--- config.mk ---
export PLATFORM = sky130hd
export DESIGN_NAME = model_file_header_validator
export DESIGN_NICKNAME = d
export VERILOG_FILES = /design/src/mfhv_pkg.sv /design/src/mfhv_fifo.sv /design/src/mfhv_front.sv /design/src/mfhv_back.sv /design/src/model_file_header_validator.sv
export SDC_FILE = /design/constraint.sdc
export NUM_CORES = 2
export LEC_CHECK = 0
export ABC_AREA = 1
export BUFFER_PORTS_ARGS = -buffer_cell sky130_fd_sc_hd__buf_4
export CAP_MARGIN = 10
export CORE_MARGIN = 3
export CORE_UTILIZATION = 30
export DETAILED_ROUTE_END_ITERATION = 10
export GPL_ROUTABILITY_DRIVEN = 0
export GPL_TIMING_DRIVEN = 0
export PLACE_DENSITY = 0.51
export REMOVE_ABC_BUFFERS = 1
export SLEW_MARGIN = 20
export SYNTH_ARGS = -nofsm -noshare
export SYNTH_HDL_FRONTEND = slang
export SYNTH_SLANG_ARGS = --single-unit
--- constraint.sdc ---
create_clock -name clock -period 36.2 [get_ports clock]
set_input_delay 10.86 -clock clock [delete_from_list [all_inputs] [get_ports clock]]
set_output_delay 10.86 -clock clock [all_outputs]
set_load 0.05 [all_outputs]
--- src/mfhv_pkg.sv ---
`timescale 1ns / 1ps
// ---------------------------------------------------------------------------
// mfhv_pkg: shared types and constants of the model file header validator
// Payload structs of the three channels, the classified byte entry that
// passes from the front to the back, status codes and header geometry.
// ---------------------------------------------------------------------------
package mfhv_pkg;

   localparam int BYTE_W = 8;
   localparam int BLOB_W = 48;
   localparam int WORD_W = 32;
   localparam int WIDE_W = 64;
   localparam int POS_W  = 6;

   localparam logic [POS_W-1:0] COMMON_LEN  = 6'd12;
   localparam logic [POS_W-1:0] MAX_HEADER  = 6'd52;
   localparam logic [POS_W-1:0] POS_MAX     = 6'd63;
   localparam logic [POS_W-1:0] MAGIC_END   = 6'd4;
   localparam logic [POS_W-1:0] VERSION_END = 6'd8;
   localparam logic [POS_W-1:0] CRC_END     = 6'd16;
   localparam logic [POS_W-1:0] SECT_END    = 6'd24;
   localparam logic [POS_W-1:0] HASH1_END   = 6'd32;

   localparam logic [1:0] CSR_MAGIC   = 2'd0;
   localparam logic [1:0] CSR_LIMIT   = 2'd1;
   localparam logic [1:0] CSR_HIGHEST = 2'd2;

   localparam logic [1:0] VER_SECTION = 2'd1;
   localparam logic [1:0] VER_PLAIN   = 2'd0;

   typedef enum logic [2:0] {
      ST_OK      = 3'd0,
      ST_SHORT   = 3'd1,
      ST_MAGIC   = 3'd2,
      ST_VERSION = 3'd3,
      ST_SIZE    = 3'd4,
      ST_TRUNC   = 3'd5
   } status_type;

   typedef enum logic [2:0] {
      SLOT_NONE,
      SLOT_MAGIC,
      SLOT_VERSION,
      SLOT_PSIZE,
      SLOT_CRC,
      SLOT_SECT,
      SLOT_HASH1
   } slot_type;

   typedef struct packed {
      logic [BYTE_W-1:0] data_byte;
      logic [BLOB_W-1:0] blob_size;
      logic              start_req;
   } req_type;

   typedef struct packed {
      status_type        status;
      logic [1:0]        version;
      logic [WORD_W-1:0] payload_size;
      logic [POS_W-1:0]  payload_offset;
      logic [WORD_W-1:0] crc_word;
      logic [WIDE_W-1:0] section_size;
      logic [BLOB_W-1:0] section_offset;
      logic [WIDE_W-1:0] hash_high;
      logic [WIDE_W-1:0] hash_low;
   } rsp_type;

   typedef struct packed {
      logic [WORD_W-1:0] magic_value;
      logic [WORD_W-1:0] payload_size_limit;
      logic [1:0]        highest_version;
   } cfg_type;

   typedef struct packed {
      logic [BYTE_W-1:0] data_byte;
      logic [BLOB_W-1:0] sampled;
      logic [POS_W-1:0]  pos;
      logic              start_req;
      logic              short_start;
      logic              common_end;
      slot_type          slot;
   } entry_type;

   // Whole header length: common part plus the version's trailer.
   function automatic logic [POS_W-1:0] header_len(input logic [1:0] ver);
      logic [POS_W-1:0] len;
      case (ver)
         2'd0:    len = 6'd32;
         2'd1:    len = 6'd28;
         2'd2:    len = 6'd44;
         default: len = 6'd52;
      endcase
      return len;
   endfunction

   function automatic logic [POS_W-1:0] last_pos(input logic [1:0] ver);
      logic [POS_W-1:0] pos;
      case (ver)
         2'd0:    pos = 6'd31;
         2'd1:    pos = 6'd27;
         2'd2:    pos = 6'd43;
         default: pos = 6'd51;
      endcase
      return pos;
   endfunction

endpackage

--- src/mfhv_fifo.sv ---
`timescale 1ns / 1ps
// ---------------------------------------------------------------------------
// mfhv_fifo: small register queue
// First-in first-out store with occupancy count; the caller writes only
// when not full and reads only when not empty.
// ---------------------------------------------------------------------------
module mfhv_fifo #(
   parameter int WIDTH = 8,
   parameter int DEPTH = 4
) (
   input  logic             clock,
   input  logic             reset,
   input  logic             wr_en,
   input  logic [WIDTH-1:0] wr_data,
   input  logic             rd_en,
   output logic [WIDTH-1:0] rd_data,
   output logic             full,
   output logic             empty
);

   localparam int PtrW = (DEPTH > 1) ? $clog2(DEPTH) : 1;
   localparam int CntW = $clog2(DEPTH + 1);

   logic [WIDTH-1:0] mem_ff [DEPTH];
   logic [PtrW-1:0]  wr_ptr_ff, wr_ptr_in;
   logic [PtrW-1:0]  rd_ptr_ff, rd_ptr_in;
   logic [CntW-1:0]  count_ff, count_in;

   always_comb begin
      wr_ptr_in = wr_ptr_ff;
      rd_ptr_in = rd_ptr_ff;
      count_in  = count_ff;
      if (wr_en) begin
         wr_ptr_in = (wr_ptr_ff == PtrW'(DEPTH - 1)) ? '0 : wr_ptr_ff + 1'b1;
      end
      if (rd_en) begin
         rd_ptr_in = (rd_ptr_ff == PtrW'(DEPTH - 1)) ? '0 : rd_ptr_ff + 1'b1;
      end
      if (wr_en && !rd_en) begin
         count_in = count_ff + 1'b1;
      end else if (rd_en && !wr_en) begin
         count_in = count_ff - 1'b1;
      end
   end

   always_ff @(posedge clock) begin
      if (reset) begin
         wr_ptr_ff <= '0;
         rd_ptr_ff <= '0;
         count_ff  <= '0;
      end else begin
         wr_ptr_ff <= wr_ptr_in;
         rd_ptr_ff <= rd_ptr_in;
         count_ff  <= count_in;
      end
   end

   always_ff @(posedge clock) begin
      if (wr_en) begin
         mem_ff[wr_ptr_ff] <= wr_data;
      end
   end

   assign rd_data = mem_ff[rd_ptr_ff];
   assign full    = (count_ff == CntW'(DEPTH));
   assign empty   = (count_ff == '0);

   a_no_overflow: assert property (@(posedge clock) disable iff (reset)
      wr_en |-> !full)
      else $error("write into a full queue");

   a_no_underflow: assert property (@(posedge clock) disable iff (reset)
      rd_en |-> !empty)
      else $error("read from an empty queue");

   a_write_lands: assert property (@(posedge clock) disable iff (reset)
      (wr_en && !rd_en) |=> !empty)
      else $error("queue empty after a write without a read");

endmodule

--- src/mfhv_front.sv ---
`timescale 1ns / 1ps
// ---------------------------------------------------------------------------
// mfhv_front: byte intake and classification
// Tracks the byte offset within the current blob, samples the blob size on
// the start byte and tags each byte with the header field it belongs to.
// ---------------------------------------------------------------------------
module mfhv_front #(
   parameter int SIZE_BITS = 48
) (
   input  logic                clock,
   input  logic                reset,
   input  logic                req_push,
   input  mfhv_pkg::req_type   req_data,
   output logic                req_full,
   input  logic                queue_full,
   output logic                entry_wr,
   output mfhv_pkg::entry_type entry
);

   localparam int BlobW = mfhv_pkg::BLOB_W;
   localparam int PosW  = mfhv_pkg::POS_W;
   localparam int SampW = (SIZE_BITS < BlobW) ? SIZE_BITS : BlobW;

   logic [PosW-1:0]  pos_ff, pos_in;
   logic [PosW-1:0]  pos;
   logic [BlobW-1:0] sampled;
   logic             accept;
   logic             keep;

   always_comb begin
      accept   = req_push && !queue_full;
      req_full = queue_full;

      sampled = '0;
      sampled[SampW-1:0] = req_data.blob_size[SampW-1:0];

      pos = req_data.start_req ? '0 : pos_ff;

      entry.data_byte   = req_data.data_byte;
      entry.sampled     = sampled;
      entry.pos         = pos;
      entry.start_req   = req_data.start_req;
      entry.short_start = req_data.start_req && (sampled < BlobW'(mfhv_pkg::COMMON_LEN));
      entry.common_end  = (pos == mfhv_pkg::COMMON_LEN - 1'b1);

      if (pos < mfhv_pkg::MAGIC_END) begin
         entry.slot = mfhv_pkg::SLOT_MAGIC;
      end else if (pos < mfhv_pkg::VERSION_END) begin
         entry.slot = mfhv_pkg::SLOT_VERSION;
      end else if (pos < mfhv_pkg::COMMON_LEN) begin
         entry.slot = mfhv_pkg::SLOT_PSIZE;
      end else if (pos < mfhv_pkg::CRC_END) begin
         entry.slot = mfhv_pkg::SLOT_CRC;
      end else if (pos < mfhv_pkg::SECT_END) begin
         entry.slot = mfhv_pkg::SLOT_SECT;
      end else if (pos < mfhv_pkg::HASH1_END) begin
         entry.slot = mfhv_pkg::SLOT_HASH1;
      end else begin
         entry.slot = mfhv_pkg::SLOT_NONE;
      end

      // Bytes beyond the longest header can never matter to the back end.
      keep     = req_data.start_req || (pos < mfhv_pkg::MAX_HEADER);
      entry_wr = accept && keep;

      pos_in = pos_ff;
      if (accept) begin
         pos_in = (pos == mfhv_pkg::POS_MAX) ? pos : pos + 1'b1;
      end
   end

   always_ff @(posedge clock) begin
      if (reset) begin
         pos_ff <= '0;
      end else begin
         pos_ff <= pos_in;
      end
   end

endmodule

--- src/mfhv_back.sv ---
`timescale 1ns / 1ps
// ---------------------------------------------------------------------------
// mfhv_back: field assembly and header checks
// Shifts classified bytes into the header fields, runs the common header
// checks on its last byte and builds the result on the last trailer byte.
// ---------------------------------------------------------------------------
module mfhv_back #(
   parameter int SIZE_BITS = 48
) (
   input  logic                clock,
   input  logic                reset,
   input  mfhv_pkg::cfg_type   cfg,
   input  logic                entry_empty,
   input  mfhv_pkg::entry_type entry,
   output logic                entry_rd,
   input  logic                rsp_full,
   output logic                res_wr,
   output mfhv_pkg::rsp_type   res
);

   localparam int BlobW = mfhv_pkg::BLOB_W;
   localparam int WordW = mfhv_pkg::WORD_W;
   localparam int WideW = mfhv_pkg::WIDE_W;
   localparam int PosW  = mfhv_pkg::POS_W;
   localparam int SampW = (SIZE_BITS < BlobW) ? SIZE_BITS : BlobW;

   logic             active_ff,  active_in;
   logic [SampW-1:0] sampled_ff, sampled_in;
   logic [WordW-1:0] magic_ff,   magic_in;
   logic [WordW-1:0] version_ff, version_in;
   logic [WordW-1:0] psize_ff,   psize_in;
   logic [WordW-1:0] crc_ff,     crc_in;
   logic [WideW-1:0] sect_ff,    sect_in;
   logic [WideW-1:0] hash0_ff,   hash0_in;
   logic [WideW-1:0] hash1_ff,   hash1_in;
   logic [BlobW-1:0] pend_ff,    pend_in;
   logic [BlobW-1:0] remain_ff,  remain_in;

   logic [PosW-1:0]  hlen;
   logic [BlobW:0]   pend_wide;
   logic [BlobW:0]   diff_wide;
   logic             ver_bad;
   logic             hdr_short;
   logic             size_bad;
   logic             is_last;

   always_comb begin
      entry_rd   = !entry_empty && !rsp_full;
      res_wr     = 1'b0;
      res        = '0;
      active_in  = active_ff;
      sampled_in = sampled_ff;
      magic_in   = magic_ff;
      version_in = version_ff;
      psize_in   = psize_ff;
      crc_in     = crc_ff;
      sect_in    = sect_ff;
      hash0_in   = hash0_ff;
      hash1_in   = hash1_ff;
      pend_in    = pend_ff;
      remain_in  = remain_ff;

      if (entry_rd && entry.start_req) begin
         active_in  = 1'b1;
         sampled_in = entry.sampled[SampW-1:0];
         magic_in   = '0;
         version_in = '0;
         psize_in   = '0;
         crc_in     = '0;
         sect_in    = '0;
         hash0_in   = '0;
         hash1_in   = '0;
      end

      case (entry.slot)
         mfhv_pkg::SLOT_MAGIC:   magic_in   = {magic_in[WordW-9:0], entry.data_byte};
         mfhv_pkg::SLOT_VERSION: version_in = {version_in[WordW-9:0], entry.data_byte};
         mfhv_pkg::SLOT_PSIZE:   psize_in   = {psize_in[WordW-9:0], entry.data_byte};
         mfhv_pkg::SLOT_CRC:     crc_in     = {crc_in[WordW-9:0], entry.data_byte};
         mfhv_pkg::SLOT_SECT: begin
            sect_in  = {sect_in[WideW-9:0], entry.data_byte};
            hash0_in = {hash0_in[WideW-9:0], entry.data_byte};
         end
         mfhv_pkg::SLOT_HASH1:   hash1_in   = {hash1_in[WideW-9:0], entry.data_byte};
         default: ;
      endcase

      // Checks on the completed common header.
      hlen      = mfhv_pkg::header_len(version_in[1:0]);
      ver_bad   = (|version_in[WordW-1:2]) || (version_in[1:0] > cfg.highest_version);
      hdr_short = BlobW'(sampled_in) < BlobW'(hlen);
      size_bad  = (psize_in == '0) || (psize_in > cfg.payload_size_limit);
      pend_wide = (BlobW + 1)'(hlen) + (BlobW + 1)'(psize_in);
      diff_wide = (BlobW + 1)'(sampled_in) - pend_wide;
      is_last   = !entry.common_end &&
                  (entry.pos == mfhv_pkg::last_pos(version_ff[1:0]));

      if (!entry_rd) begin
         // Nothing transferred: hold all state.
         active_in  = active_ff;
         sampled_in = sampled_ff;
         magic_in   = magic_ff;
         version_in = version_ff;
         psize_in   = psize_ff;
         crc_in     = crc_ff;
         sect_in    = sect_ff;
         hash0_in   = hash0_ff;
         hash1_in   = hash1_ff;
      end else if (entry.start_req && entry.short_start) begin
         res_wr     = 1'b1;
         res.status = mfhv_pkg::ST_SHORT;
         active_in  = 1'b0;
      end else if (!(entry.start_req || active_ff)) begin
         // Idle bytes leave the fields untouched.
         magic_in   = magic_ff;
         version_in = version_ff;
         psize_in   = psize_ff;
         crc_in     = crc_ff;
         sect_in    = sect_ff;
         hash0_in   = hash0_ff;
         hash1_in   = hash1_ff;
      end else if (entry.common_end) begin
         if (magic_in != cfg.magic_value) begin
            res_wr     = 1'b1;
            res.status = mfhv_pkg::ST_MAGIC;
         end else if (ver_bad) begin
            res_wr     = 1'b1;
            res.status = mfhv_pkg::ST_VERSION;
         end else if (hdr_short) begin
            res_wr     = 1'b1;
            res.status = mfhv_pkg::ST_SHORT;
         end else if (size_bad) begin
            res_wr     = 1'b1;
            res.status = mfhv_pkg::ST_SIZE;
         end else if (diff_wide[BlobW]) begin
            // A borrow means the payload runs past the end of the blob.
            res_wr     = 1'b1;
            res.status = mfhv_pkg::ST_TRUNC;
         end else begin
            pend_in   = pend_wide[BlobW-1:0];
            remain_in = diff_wide[BlobW-1:0];
         end
         if (res_wr) begin
            active_in = 1'b0;
         end
      end else if (is_last) begin
         res_wr    = 1'b1;
         active_in = 1'b0;
         if (version_ff[1:0] == mfhv_pkg::VER_SECTION &&
             sect_in > WideW'(remain_ff)) begin
            res.status = mfhv_pkg::ST_TRUNC;
         end else begin
            res.status         = mfhv_pkg::ST_OK;
            res.version        = version_ff[1:0];
            res.payload_size   = psize_ff;
            res.payload_offset = mfhv_pkg::header_len(version_ff[1:0]);
            if (version_ff[1:0] == mfhv_pkg::VER_SECTION) begin
               res.crc_word       = crc_in;
               res.section_size   = sect_in;
               res.section_offset = pend_ff;
            end else begin
               res.hash_high = hash0_in;
               res.hash_low  = hash1_in;
               if (version_ff[1:0] != mfhv_pkg::VER_PLAIN) begin
                  res.crc_word       = crc_in;
                  res.section_size   = WideW'(remain_ff);
                  res.section_offset = pend_ff;
               end
            end
         end
      end
   end

   always_ff @(posedge clock) begin
      if (reset) begin
         active_ff <= 1'b0;
      end else begin
         active_ff <= active_in;
      end
   end

   always_ff @(posedge clock) begin
      sampled_ff <= sampled_in;
      magic_ff   <= magic_in;
      version_ff <= version_in;
      psize_ff   <= psize_in;
      crc_ff     <= crc_in;
      sect_ff    <= sect_in;
      hash0_ff   <= hash0_in;
      hash1_ff   <= hash1_in;
      pend_ff    <= pend_in;
      remain_ff  <= remain_in;
   end

   a_result_ends_blob: assert property (@(posedge clock) disable iff (reset)
      res_wr |=> !active_ff)
      else $error("blob still active after its result");

   a_ok_version_allowed: assert property (@(posedge clock) disable iff (reset)
      (res_wr && res.status == mfhv_pkg::ST_OK) |-> res.version <= cfg.highest_version)
      else $error("good result with a rejected version");

   a_ok_size_nonzero: assert property (@(posedge clock) disable iff (reset)
      (res_wr && res.status == mfhv_pkg::ST_OK) |-> res.payload_size != '0)
      else $error("good result with an empty payload");

   a_error_fields_clear: assert property (@(posedge clock) disable iff (reset)
      (res_wr && res.status != mfhv_pkg::ST_OK) |->
         (res.payload_offset == '0 && res.section_size == '0 && res.hash_high == '0))
      else $error("error result carries header fields");

endmodule

--- src/model_file_header_validator.sv ---
`timescale 1ns / 1ps
// ---------------------------------------------------------------------------
// model_file_header_validator: blob header parser and checker
// Parses the big-endian common header and version trailer of a blob and
// reports one status record per blob, unless a restart cuts its header short.
// ---------------------------------------------------------------------------
// Usage:
//   Header bytes enter through a queue-style port: an item transfers on a
//   clock edge with req_push high and req_full low. The byte with start_req
//   set is offset zero; blob_size is sampled with it.
//   Results leave through a second queue-style port: while rsp_empty is low
//   the oldest result is on rsp_data and transfers when rsp_pop is high.
//   Registers are written through csr_* (always ready); the user writes them only while idle, unenforced.
// Timing:
//   One byte per cycle is accepted, sustained while req_full stays low. The
//   byte that completes a result is written into the byte queue; the field
//   assembly back end reads it from there and writes the result into the
//   result queue, from which it is popped. The back end updates its fields
//   as it reads each byte, which sets the rate.
// Reset and stalls:
//   Reset empties both queues, ends any blob in progress and restores the
//   register defaults. If results are not popped the result queue fills,
//   the back end stops draining the byte queue and req_full rises once
//   that queue is full too; nothing is lost.
// ---------------------------------------------------------------------------
module model_file_header_validator #(
   parameter int SIZE_BITS    = 48,
   parameter int QUEUE_DEPTH  = 4,
   parameter int RESULT_DEPTH = 2
) (
   input  logic              clock,
   input  logic              reset,
   input  logic              req_push,
   output logic              req_full,
   input  mfhv_pkg::req_type req_data,
   output logic              rsp_empty,
   input  logic              rsp_pop,
   output mfhv_pkg::rsp_type rsp_data,
   input  logic              csr_valid,
   output logic              csr_ready,
   input  logic [1:0]        csr_index,
   input  logic [31:0]       csr_wdata
);

   localparam int EntryW = $bits(mfhv_pkg::entry_type);
   localparam int RspW   = $bits(mfhv_pkg::rsp_type);

   mfhv_pkg::cfg_type   cfg_ff, cfg_in;
   mfhv_pkg::entry_type entry_wdata;
   mfhv_pkg::entry_type entry_rdata;
   mfhv_pkg::rsp_type   res;
   logic                entry_wr;
   logic                entry_rd;
   logic                entry_full;
   logic                entry_empty;
   logic                res_wr;
   logic                rsp_full;
   logic                rsp_rd;

   assign csr_ready = 1'b1;

   always_comb begin
      cfg_in = cfg_ff;
      if (csr_valid && csr_ready) begin
         case (csr_index)
            mfhv_pkg::CSR_MAGIC:   cfg_in.magic_value        = csr_wdata;
            mfhv_pkg::CSR_LIMIT:   cfg_in.payload_size_limit = csr_wdata;
            mfhv_pkg::CSR_HIGHEST: cfg_in.highest_version    = csr_wdata[1:0];
            default: ;
         endcase
      end
   end

   always_ff @(posedge clock) begin
      if (reset) begin
         cfg_ff.magic_value        <= '0;
         cfg_ff.payload_size_limit <= '1;
         cfg_ff.highest_version    <= 2'd3;
      end else begin
         cfg_ff <= cfg_in;
      end
   end

   mfhv_front #(
      .SIZE_BITS (SIZE_BITS)
   ) u_front (
      .clock      (clock),
      .reset      (reset),
      .req_push   (req_push),
      .req_data   (req_data),
      .req_full   (req_full),
      .queue_full (entry_full),
      .entry_wr   (entry_wr),
      .entry      (entry_wdata)
   );

   mfhv_fifo #(
      .WIDTH (EntryW),
      .DEPTH (QUEUE_DEPTH)
   ) u_entry_queue (
      .clock   (clock),
      .reset   (reset),
      .wr_en   (entry_wr),
      .wr_data (entry_wdata),
      .rd_en   (entry_rd),
      .rd_data (entry_rdata),
      .full    (entry_full),
      .empty   (entry_empty)
   );

   mfhv_back #(
      .SIZE_BITS (SIZE_BITS)
   ) u_back (
      .clock       (clock),
      .reset       (reset),
      .cfg         (cfg_ff),
      .entry_empty (entry_empty),
      .entry       (entry_rdata),
      .entry_rd    (entry_rd),
      .rsp_full    (rsp_full),
      .res_wr      (res_wr),
      .res         (res)
   );

   assign rsp_rd = rsp_pop && !rsp_empty;

   mfhv_fifo #(
      .WIDTH (RspW),
      .DEPTH (RESULT_DEPTH)
   ) u_rsp_queue (
      .clock   (clock),
      .reset   (reset),
      .wr_en   (res_wr),
      .wr_data (res),
      .rd_en   (rsp_rd),
      .rd_data (rsp_data),
      .full    (rsp_full),
      .empty   (rsp_empty)
   );

endmodule

==> summary.txt <==
Placement
  • Detailed placement HPWL: 132000 microns
  • IO buf count: 395

Route
  • Per-cell routed wire length: 20.3 microns
  • DRC violations left: 0
  • Initial drt markers: 3824
  • Vias per cell: between 4 and 5
  • Final ANT Viol Nets: 0
  • Final wirelength: 186000 microns
  • 1st-pass router iterations: 6
  • Total number of vias: 43232

STA
  • Worst-Margin Slew: 1.04 ns
  • F_max: 72.4 MHz
  • Unrepaired setup endpoints after global routing: false
  • Max-slew headroom: 30.3%
  • Slew Viols, Final: 0
  • Final setup viols: 0
  • Final Hold Violating Endpoints: 0
  • TNS Setup: 0 ns
  • Final period util: a little under two fifths
  • Fin crit period: around 14 ns
  • Clock skew: 0.0398 ns

Critical path
  • Required @ worst endpoint: 25.34 ns
  • Critical path capture point type: primary output
  • Reg2reg setup slack: around 25 ns
  • Crit path launch type: flop
  • CP Max Fanout: 44
  • Worst EP arrival: roughly 3.0 ns
  • Critical path class: reg -> out

CTS
  • CTS tree: yes
  • Worst-Skew Late Latency: 0.81 ns
  • Clk sinks: 1404
  • CTS Hold Buffers Added: 0
  • Clk root buf: clkbuf_16
  • Clock-pin slew on the worst setup and hold paths: 0.06 ns
  • Clock Tree Buf Depth: 3
  • Post-cts repair resize count: 0
  • H-Tree Depth: 4
  • Number of buffers created by CTS: 160
  • Post-CTS Setup Bufs: 0

Floorplanning
  • Die height: 469 microns
  • Die area: about 0.22 sq mm
  • Starting density of the core: between 30% and 40%
  • Rows: 169
  • Core area: 0.213 sq mm
  • Die W: 469 microns
  • IO Pins: 414

Finish
  • Commonest non-fill, non-tap cell in the layout: edfxtp_1
  • # fillers: ~21000
  • Layout cells sized above 1: 17.8%
  • Area growth from synthesis to layout: 20.5%
  • Leading cell types in the layout, fill and taps excluded: edfxtp_1, nand2_1, inv_1, nor2_1, o21ai_0
  • Nets: 6472

Logic synthesis
  • Main synth FF type: edfxtp_1
  • Mean Syn Cell Area: 11.1 sq um
  • Post-synthesis register bit count: about 1400
  • Syn Std Cell Area: 0.0644 sq mm
  • Count of cell types in the netlist: 59
  • Sequential area share after synthesis: 64.1%
  • Async S/R FF share, synth: 0%
  • Cells after Synth: 5809
  • Warnings, synthesis: 0
  • Post-synth EDFFs: around 1300

GRT
  • Overflow after GRT: 0
  • GRT Overall Usage: 16.5%
  • Global-route wire length before repair: 274000 microns
  • Vias in the first global route: 42080
  • Initial antenna violation count: 16
  • Pin count of the biggest net entering global routing: 102

Run status
  • Outcome: completed

Hold path
  • Hold Path Class: reg -> reg

Run
  • Max Cap Viol: 0
[cells by family after synthesis]
kind of cell | synth area share, %
muxes | 5.21
DFF | 64.1
other | 0.0117
buffers and inverters | 5.82
AOI/OAI and AO/OA | 6.61
adders and majority gates | 2.75
and+or+nand+nor | 14.5
xor gates and xnor gates | 0.979
[stage by stage]
| step | setup slack (ns) | hold WS [ns] | instances | instance area [sq um] | utilization (%) |
|---|---|---|---|---|---|
| after floorplan | 4.76 | 0.439 | 5561 | 63200 | - |
| after global placement | -20.33 | 0.454 | 8777 | 69600 | 32.7 |
| after detailed placement | 22.31 | 0.459 | 8895 | 72400 | 34.0 |
| after CTS | 22.26 | 0.468 | 9185 | 77600 | 36.5 |
| after global routing | 22.23 | 0.486 | 9186 | 77600 | 36.5 |
| final | 22.38 | 0.466 | 9190 | 77600 | 36.5 |
[synth_stat cells, types with 87 or more instances]
library cell	n	share of area [%]
ha_1	137	2.7
mux2_2	298	5.2
nand3_1	236	1.8
a21oi_1	196	1.5
clkbuf_1	162	0.94
and3_1	113	1.1
inv_1	600	3.5
o21ai_0	440	3.4
nand2_1	1087	6.3
nor2_1	569	3.3
edfxtp_1	1317	61
dfxtp_1	87	2.7
[sequential cells by signal, indices dropped and copies added (netlist names), named ones only]
register and flops:
u_back.crc_ff 32, u_back.active_ff 1, u_back.pend_ff 33, u_entry_queue.wr_ptr_ff 2, u_back.hash0_ff 64, u_back.sampled_ff 48, u_entry_queue.count_ff 3, u_back.psize_ff 32
u_back.remain_ff 48, cfg_ff 66, u_back.version_ff 32, u_entry_queue.mem_ff 272, u_rsp_queue.count_ff 2, u_back.magic_ff 32, u_entry_queue.rd_ptr_ff 2, u_back.hash1_ff 64
u_rsp_queue.wr_ptr_ff 1, u_rsp_queue.mem_ff 596, u_rsp_queue.rd_ptr_ff 1, u_back.sect_ff 64, u_front.pos_ff 6
[critical path, cell delays in order (launching register included)]
cell,delay [ns]
dfxtp_4,0.64
buf_12,0.28
buf_16,0.28
buf_12,0.25
mux2_2,0.38
buf_4,0.19
[routing by layer]
layer  part of all wire, %  wire length, microns  GRT usage (%)  vias to the layer above
met4                   3.3                  6120           5.71                        8
li1                      -                     -              -                    20889
met1                    46                 86200           22.7                    21023
met2                    45                 83900           25.9                     1077
met5                 0.029                    54              0                        -
met3                   5.4                  9990           3.20                      235
[final timing paths]
kind              startpoint                          to  depth (start not counted)
hold / removal    cfg_ff[45]                  cfg_ff[45]                          2
setup / recovery        flop               rsp_data[119]                          5
setup reg to reg        flop  u_rsp_queue.mem_ff[0][233]                         48
hold reg to reg   cfg_ff[45]                  cfg_ff[45]                          2
[layout make-up]
| class | instances | area [sq um] | area share (%) |
|---|---|---|---|
| inverter | 615 | 2340 | 3.02 |
| clock inverter | 95 | 1050 | 1.35 |
| sequential | 1404 | 41300 | 53.2 |
| multi-input combinational | 3542 | 19700 | 25.4 |
| tap | 2821 | 3530 | 4.55 |
| clock buffer | 195 | 4180 | 5.38 |
| antenna | 5 | 12.5 | 0.0161 |
| timing repair buffer | 513 | 5510 | 7.10 |
Power is left out: the tool's default activity adds up to more than one toggle a clock period on the data nets, which glitch-free logic cannot reach.
